<file path="config.mk">
export PLATFORM = sky130hd
export DESIGN_NAME = hdu_cordic_stage
export DESIGN_NICKNAME = d
export VERILOG_FILES = /design/src/hdu_pkg.sv /design/src/hdu_cordic_stage.sv
export SDC_FILE = /design/constraint.sdc
export NUM_CORES = 1
export LEC_CHECK = 0
export ABC_CLOCK_PERIOD_IN_PS = 6100
export BUFFER_PORTS_ARGS = -buffer_cell sky130_fd_sc_hd__clkbuf_2
export CORE_ASPECT_RATIO = 0.9
export CORE_MARGIN = 2
export CORE_UTILIZATION = 45
export CTS_CLUSTER_SIZE = 14
export DETAILED_ROUTE_END_ITERATION = 10
export PLACE_DENSITY = 0.7
export SLEW_MARGIN = 20
export SYNTH_ARGS = -nofsm -noshare
export SYNTH_HDL_FRONTEND = slang
export SYNTH_SLANG_ARGS = --single-unit
</file>
<file path="constraint.sdc">
create_clock -name clk -period 6.1 [get_ports clk]
set_input_delay 1.22 -clock clk [delete_from_list [all_inputs] [get_ports clk]]
set_output_delay 1.22 -clock clk [all_outputs]
set_load 0.05 [all_outputs]
</file>
<file path="src/hdu_pkg.sv">
// Package for the haversine distance unit: constants, types and helper functions.
package hdu_pkg;

    localparam int ANGLE_W = 34;
    localparam int CW = 34;
    localparam logic signed [33:0] GAIN_Q30 = 34'sd652032874;
    localparam logic signed [33:0] ONE_Q30 = 34'sd1073741824;
    localparam logic signed [27:0] FULL_TURN = 28'sd47185920;
    localparam logic signed [27:0] HALF_TURN = 28'sd23592960;
    localparam logic signed [27:0] QUARTER_TURN = 28'sd11796480;
    localparam logic [32:0] DEG2RAD_Q36 = 33'd1199381129;
    localparam logic [22:0] DIST_MAX = 23'd6588397;
    localparam logic [20:0] RADIUS_RESET = 21'd1013453;

    typedef logic signed [CW-1:0] cword_t;

    function automatic cword_t atan_entry(input int i);
        cword_t r;
        begin
            case (i)
                0: r = 34'sd843314856;
                1: r = 34'sd497837829;
                2: r = 34'sd263043836;
                3: r = 34'sd133525158;
                4: r = 34'sd67021686;
                5: r = 34'sd33543515;
                6: r = 34'sd16775850;
                7: r = 34'sd8388437;
                8: r = 34'sd4194282;
                9: r = 34'sd2097149;
                10: r = 34'sd1048575;
                11: r = 34'sd524287;
                12: r = 34'sd262143;
                13: r = 34'sd131071;
                14: r = 34'sd65535;
                15: r = 34'sd32767;
                16: r = 34'sd16383;
                17: r = 34'sd8191;
                18: r = 34'sd4095;
                19: r = 34'sd2047;
                20: r = 34'sd1023;
                21: r = 34'sd511;
                22: r = 34'sd255;
                23: r = 34'sd127;
                24: r = 34'sd63;
                25: r = 34'sd31;
                26: r = 34'sd15;
                27: r = 34'sd7;
                28: r = 34'sd3;
                29: r = 34'sd1;
                default: r = '0;
            endcase
            return r;
        end
    endfunction

endpackage

</file>
<file path="src/hdu_cordic_stage.sv">
// One registered CORDIC micro-rotation, rotation or vectoring mode.
module hdu_cordic_stage
    import hdu_pkg::*;
#(
    parameter int STEP = 0,
    parameter bit VECTOR = 1'b0
)
(
    input  logic   clk,
    input  logic   en,
    input  cword_t x_in,
    input  cword_t y_in,
    input  cword_t z_in,
    output cword_t x_out,
    output cword_t y_out,
    output cword_t z_out
);

    cword_t x_next, y_next, z_next;
    cword_t x_reg, y_reg, z_reg;
    logic   pos;

    always_comb
    begin
        // rotation steers on the residual angle, vectoring on y
        pos = VECTOR ? (y_in >= 0) : (z_in >= 0);
        if (pos != VECTOR)
        begin
            x_next = x_in - (y_in >>> STEP);
            y_next = y_in + (x_in >>> STEP);
            z_next = z_in - atan_entry(STEP);
        end
        else
        begin
            x_next = x_in + (y_in >>> STEP);
            y_next = y_in - (x_in >>> STEP);
            z_next = z_in + atan_entry(STEP);
        end
    end

    always_ff @(posedge clk)
    begin
        if (en)
        begin
            x_reg <= x_next;
            y_reg <= y_next;
            z_reg <= z_next;
        end
    end

    assign x_out = x_reg;
    assign y_out = y_reg;
    assign z_out = z_reg;

endmodule

</file>
After elaboration in Yosys (flattened, before gate mapping). Index checks and enable logic that the tools add are counted.

Register bits: 102. ROM bits: 0. Word-level logic and storage cells: 12. Bits in latches: 0. Memory bits (writable): 0. Memories: 0. Output and inout bits: 102.

Reduce and logical (&&, ||, !) cells: 0. Muxes and demuxes: 3. Divide/modulo/power cells: 0. Eq/ne operators: 0. $lt $le $gt $ge: 1. Add/subtract/negate cells: 5. Bitwise logic cells: 0. Multipliers: 0. Shifts and indexed selects: 0.

Operators by type and width (number): $mux W34 (3); $sub A34 B34 Y34 (2); $add A34 B31 Y34 const B (1); $add A34 B34 Y34 (1); $ge A34 B1 Y1 const B (1); $sub A34 B31 Y34 const B (1).

Logic depth before layout (Yosys ltp). Gate-level depths: netlist of run 1.

Depth in word-level cells: 2. Gate-level depth with buffers: 20.

Worst setup path after synthesis of run 1. No wires, ideal clock.

Path kind: input -> register. From: input port z_in[32]. To: register z_reg[33], in the netlist z_out[33] (data pin). Setup time: 260 ps. Data required time: 5840 ps. Path slack: 684 ps. Stages on the path: 20. Buffers on the path: 3. Arrival time: 5156 ps. Path through: inv_1 -> ha_1 -> nor4b_1 -> nand4_1 -> nor3_1 -> nand2b_1 -> clkbuf_1 -> inv_1 -> clkbuf_1 -> clkbuf_1 -> ha_1 -> a211oi_1 -> nor2_1 -> o41a_1 -> o21ai_0 -> a21oi_1 -> a2111o_1 -> a21oi_1 -> o21bai_1 -> xor2_1.

Longest elaborated chain between the ends: 2. Elaborated cells on any way between the ends: 4. Classes of those cells: add/sub: 2; order compare: 1; mux: 1.

RTL lines: from (decl) (RTL line hdu_cordic_stage.sv:13) `input cword_t z_in,`; $add A34 B31 Y34, or another cell as far along (RTL line hdu_cordic_stage.sv:37) `z_next = z_in + atan_entry(STEP);`; $mux W34 * (RTL line hdu_cordic_stage.sv:27) `if (pos != VECTOR)`; net z_next[33] (RTL line hdu_cordic_stage.sv:19) `cword_t x_next, y_next, z_next;`; to (signal assigned) (RTL line hdu_cordic_stage.sv:47) `z_reg <= z_next;`; to (decl) (RTL line hdu_cordic_stage.sv:20) `cword_t x_reg, y_reg, z_reg;`.

Mark *: on every way through the listed nets, which the timed path passes. The rest lies on a longest branch. A chain may end at the register's enable or synchronous reset.

Worst setup path in the final report of run 1.
From: input port z_in[33]. To: register z_reg[33], in the netlist z_out[33] (data pin).

The elaborated chain is that of the path after synthesis.

==> results.yml, run 1 <==
status:
  status: "finished, final reports clean"
pwr:
  pwr-share-seq_pct: 33.0
  clock_power_share_pct: 19.7
  comb_power_share_pct: 47.3
  switching_share_pct: 43.7
  p_leak_nw: 5.37
  intPower_w: 0.00164
  p_sw_w: 0.00127
  power_w: 0.00291
  ir_drop_v: 0.000153
  power.density_nw_per_um2: 245
yosys:
  yosys-top-cells-area: "edfxtp_1 29%, ha_1 16%, a21oi_1 6.7%"
  synth.most_common_cell: "a21oi_1"
  synthCells: 1198
  synth_ff_type: "edfxtp_1"
  ys_warn_count: 0
  syn-num-nets: 1435
  synth_edf_count: 101
  synthesis.area_sq_um: 10400
  synth_area_per_cell_sq_um: 8.64
  synth_cell_types: 78
  ys_seq_area_share_pct: 29.3
  synth_seq_cells: 101
  netlist_top_cells_count: "138 x a21oi_1, 129 x ha_1, 106 x inv_1"
  ys_async_sr_fraction_pct: 0
  synth_area_leader_cell: "edfxtp_1"
  synth_top_area_share_pct: 29.3
critical_path:
  crit_path_max_fanout: 32
  criticalPathCategory: "in2reg"
  arrival_ps: 5360
  cp.required_ps: 6200
  startpoint_type: "input pin"
  endpoint_kind: "flop"
hold_path:
  hold_depth: 1
  min-delay-path-class: "in2reg"
  hold_start: "z_in[2]"
  hold_path_end: "z_out[2]"
clock_network:
  clock_path_buffers: 2
  clk_pin_slew_worst_paths_ps: 70
  cts.sinks: 101
  holdBufCountCts: 0
  cts_tree: "done"
  ctsResizeCount: 0
  htree_levels: 3
  post-cts-setup-buffers: 0
  cts_buffers: 9
  cts_root_buf: "clkbuf_16"
drt:
  drt_pass1_iterations: 7
  avgViaCountPerCell: 5.74
  post-route-drc-count: 0
  vias: 9610
  dr.first_iter.drc_count: 760
  wirelength_microns: 30200
  wl_per_cell_microns: 18.0
  ant_nets: 0
global_routing:
  grt_start_max_net_pins: 67
  grt_util_all_layers_pct: 24.5
  antenna_found_initial: 0
  grt_pass1_wl_microns: 47100
  grt_pass1_vias: 8831
  grt-ovfl-total: 0
placed_design:
  place_area_sq_um: 11600
  place_hpwl_microns: 24400
  placed_cells: 1660
  gp_congestion: 0.954
  portBuffers: 205
cells_and_area:
  finalNonFillerCells: 1675
  syn2layout_area_growth_pct: 14.8
  stdcell_area_sq_um: 11900
  n_fill_cell: 2199
  n_antenna_cell: 0
  nets: 1611
  layout-drive-gt1-share_pct: 18.5
die:
  die_w_microns: 164
  ioPinCount: 206
  dieHeight_microns: 148
  rows: 52
  dieArea_sq_um: 24200
  coreArea_sq_um: 22500
  start_util_pct: 46.0
sta:
  fmax_mhz: 190
  finalCriticalPeriod_ps: 5260
  timing.hold.ws_ps: 1060
  finalSetupViolCount: 0
  rsz0062_at_grt: "no"
  hold_viol: 0
  tightest_slew_ps: 880
  tns_ps: 0
  slew_viol_final: 0
  slew_headroom_pct: 41.4
  post-route-period-util_pct: 86.2
job:
  drv_cap: 0
sequential cells by signal, summed over array words and instances (netlist names):
signal	count
x_out	34
z_out	34
y_out	33
power groups by stage:
stage / clock network [W] / logic, W / registers (W)
after floorplan: 0 / 0.000609 / 0.00137
after global placement: 0 / 0.00135 / 0.000975
after detailed placement: 0 / 0.00136 / 0.000978
after CTS: 0.000589 / 0.00137 / 0.000962
after global routing: 0.000613 / 0.00148 / 0.000971
final: 0.000574 / 0.00138 / 0.000960
placed cells by master (no fill, tap or decap), types with 11 or more instances in the layout:
cell type / count
a211oi_1: 18
a21o_1: 35
a21oi_1: 138
and3_1: 11
clkbuf_2: 204
edfxtp_1: 101
ha_1: 129
inv_1: 105
nand2_1: 71
nand2b_1: 19
nand3_1: 22
nand4_1: 11
nor2_1: 86
nor3_1: 21
nor4_1: 11
o211ai_1: 11
o21a_1: 15
o21ai_0: 77
o21bai_1: 27
o31ai_1: 11
xnor2_1: 73
xor2_1: 17
layout make-up:
| class | instances | area, sq um | share of cell area [%] |
|---|---|---|---|
| multi-input combinational | 941 | 6720 | 56.5 |
| clock inverter | 6 | 63.8 | 0.537 |
| sequential | 101 | 3030 | 25.5 |
| inverter | 111 | 417 | 3.50 |
| clock buffer | 9 | 225 | 1.89 |
| timing repair buffer | 210 | 1070 | 8.96 |
| tap | 297 | 372 | 3.12 |
worst max-delay path by stage:
stage	from	to	slack (ps)	depth (start not counted)
floorplan	z_in[32]	z_out[33]	680	20
global placement	z_in[33]	z_out[33]	550	19
finish	z_in[33]	z_out[33]	840	19
global route	z_in[33]	z_out[33]	360	19
CTS	z_in[33]	z_out[33]	770	19
detailed placement	z_in[33]	z_out[33]	410	19
kinds of logic (layout without fill, tap and decap cells):
family | Yosys count | in the layout | share of synthesized area, %
flops | 101 | 101 | 29.3
mux | 10 | 10 | 0.967
fa+ha+maj | 133 | 133 | 16.4
compound gates | 411 | 411 | 25.8
simple gates | 297 | 297 | 14.0
buf+inv | 156 | 336 | 5.92
xor+xnor | 90 | 90 | 7.61
worst max-delay path, stage by stage:
cell and delay [ps]:
clkbuf_2 120, inv_1 90, ha_1 130, nor4b_1 240, nand4_1 140, nor3_1 260, nand2b_4 190, inv_2 100
buf_4 280, fa_1 450, nor2b_1 170, o31ai_1 110, a2111oi_0 670, o21ai_0 290, a21oi_1 380, a2111o_1 220
a21oi_1 70, o21bai_1 150, xor2_1 80
metrics by stage:
step,util (%),worst slack (ps)
3_3_place_gp,51.6,555
5_1_grt,52.8,362
2_1_floorplan,-,684
3_5_place_dp,51.6,411
6_report,52.8,841
4_1_cts,52.8,766
layer usage:
metal	GRT usage (%)	part of all wire [%]	vias up
met1	37.0	48	4480
met5	0	0	-
met2	37.6	43	402
li1	-	-	4697
met3	2.92	7.3	31
met4	5.44	1.7	0
Power figures use the tool's default switching activity.
==> inputs of run 2 (changes only) <==
--- a/config.mk
+++ b/config.mk
@@ -12,7 +12,7 @@
 export CORE_UTILIZATION = 45
 export CTS_CLUSTER_SIZE = 14
 export DETAILED_ROUTE_END_ITERATION = 10
-export PLACE_DENSITY = 0.7
+export PLACE_DENSITY_LB_ADDON = 0.2
 export SLEW_MARGIN = 20
 export SYNTH_ARGS = -nofsm -noshare
 export SYNTH_HDL_FRONTEND = slang
==> run 2 against run 1 <==
Effect of this change:
- first-iteration DRC count increased by 1.8%
- sequential power about the same
- routed wire length increased by 0.43%
- global-route usage decreased by 0.10 points
==> results.yml, run 2 (synthesis results as in run 1) <==
sta:
  post-route-period-util_pct: 83.5
  finalSetupViolCount: 0
  rsz0062_at_grt: "no"
  tns_ps: 0
  slew_viol_final: 0
  tightest_slew_ps: 843
  hold_viol: 0
  slew_headroom_pct: 43.1
  fmax_mhz: 196
  finalCriticalPeriod_ps: 5090
global_routing:
  met1_usage_pct: 36.5
  met2_usage_pct: 37.6
  grt_start_max_net_pins: 62
  grt_pass1_vias: 8774
  grt-ovfl-total: 0
  use_met3_pct: 2.64
  grt_util_all_layers_pct: 24.4
  gr-max-usage-layer: "met2"
  antenna_found_initial: 0
  grt_pass1_wl_microns: 46700
drt:
  drt_pass1_iterations: 5
  wl_per_cell_microns: 18.1
  post-route-drc-count: 0
  avgViaCountPerCell: 5.74
  vias: 9602
  wirelength_microns: 30300
  ant_nets: 0
  dr.first_iter.drc_count: 774
cells_and_area:
  stdcell_area_sq_um: 11900
  utilization_pct: 53.0
  layout_common_cells: "204 x clkbuf_2, 138 x a21oi_1, 129 x ha_1"
  syn2layout_area_growth_pct: 15.2
  finalNonFillerCells: 1674
  nets: 1611
  layout-drive-gt1-share_pct: 18.4
  n_antenna_cell: 0
  final_common_cell: "clkbuf_2"
  multi_input_area_sq_um: 6720
  n_fill_cell: 2184
  seq_area_sq_um: 3030
placed_design:
  placed_cells: 1660
  place_hpwl_microns: 24700
  place_area_sq_um: 11600
  portBuffers: 205
  gp_congestion: 0.943
clock_network:
  clock_path_buffers: 2
  cts_root_buf: "clkbuf_16"
  clk_pin_slew_worst_paths_ps: 70
  cts_buffers: 9
  holdBufCountCts: 0
  ctsResizeCount: 0
  post-cts-setup-buffers: 0
  htree_levels: 3
  cts_tree: "done"
  cts.sinks: 101
critical_path:
  crit_path_max_fanout: 11
  cpMaxStageDelayCell: "a2111oi_0"
  cp.required_ps: 6200
  endpoint_kind: "flop"
  path_buf_inv: 3
  arrival_ps: 5190
  criticalPathCategory: "in2reg"
  max_stage_delay_ps: 660
  crit_path_frequent_cell: "a21oi_1"
  startpoint_type: "input pin"
  worstPathCellList: "clkbuf_2 -> inv_1 -> ha_1 -> nor4b_1 -> nand4_1 -> nor3_1 -> nand2b_4 -> inv_2 -> fa_1 -> nor2b_1 -> o31ai_1 -> a2111oi_0 -> o21ai_0 -> a21oi_1 -> a2111o_1 -> a21oi_1 -> o21bai_1 -> xor2_1"
  path_delay_family: "compound AO/OA/AOI/OAI gates"
job:
  drv_cap: 0
die:
  die_w_microns: 164
  dieHeight_microns: 148
  start_util_pct: 46.0
  rows: 52
  dieArea_sq_um: 24200
  coreArea_sq_um: 22500
  ioPinCount: 206
hold_path:
  min-delay-path-class: "in2reg"
  hold_start: "z_in[2]"
  hold_depth: 1
  hold_path_end: "z_out[2]"
pwr:
  power.density_nw_per_um2: 250
  ir_drop_v: 0.000142
  p_leak_nw: 5.38
status:
  status: "finished, final reports clean"
==> run 2: cell count changes in the layout (fill, tap and decap cells not counted) <==
cell	before	now
inv_6	1	0
clkinv_4	1	0
clkinv_2	1	0
bufinv_16	1	3
==> run 2: layer usage <==
metal	up-vias	wire length, microns
li1	4689	-
met1	4513	14800
met2	366	13100
met3	34	2000
met4	0	472
met5	-	0
==> run 2: power breakdown <==
part | total, W | switching [W] | internal [W]
registers | 0.000959 | 0.0000377 | 0.000921
logic | 0.00138 | 0.000978 | 0.000401
clock network | 0.000644 | 0.000249 | 0.000395
==> run 2: worst max path at each step <==
| stage | cells after the start | end | from | slack [ps] |
|---|---|---|---|---|
| 5_1_grt | 18 | z_out[33] | z_in[33] | 620 |
| 4_1_cts | 18 | z_out[33] | z_in[33] | 1080 |
| 3_5_place_dp | 18 | z_out[33] | z_in[33] | 730 |
| 2_1_floorplan | 20 | z_out[33] | z_in[32] | 680 |
| 3_3_place_gp | 18 | z_out[33] | z_in[33] | 890 |
| 6_report | 18 | z_out[33] | z_in[33] | 1010 |
==> run 2: area by class of cell <==
type                    instances  share of cell area (%)
inverters                     111                    3.49
multi-input cells             941                    56.3
clock buffers                   9                    1.89
repair buffers                210                    8.93
flip-flops and latches        101                    25.4
clock inverters                 5                   0.849
well taps                     297                    3.11
==> run 2: stage by stage <==
| step | hold slack [ps] | total power [W] | worst slack (ps) |
|---|---|---|---|
| 3_5_place_dp | 1420 | 0.00234 | 731 |
| 2_1_floorplan | 1320 | 0.00198 | 684 |
| 4_1_cts | 1060 | 0.00299 | 1080 |
| 5_1_grt | 1060 | 0.00313 | 615 |
| 3_3_place_gp | 1420 | 0.00234 | 887 |
| 6_report | 1070 | 0.00298 | 1010 |
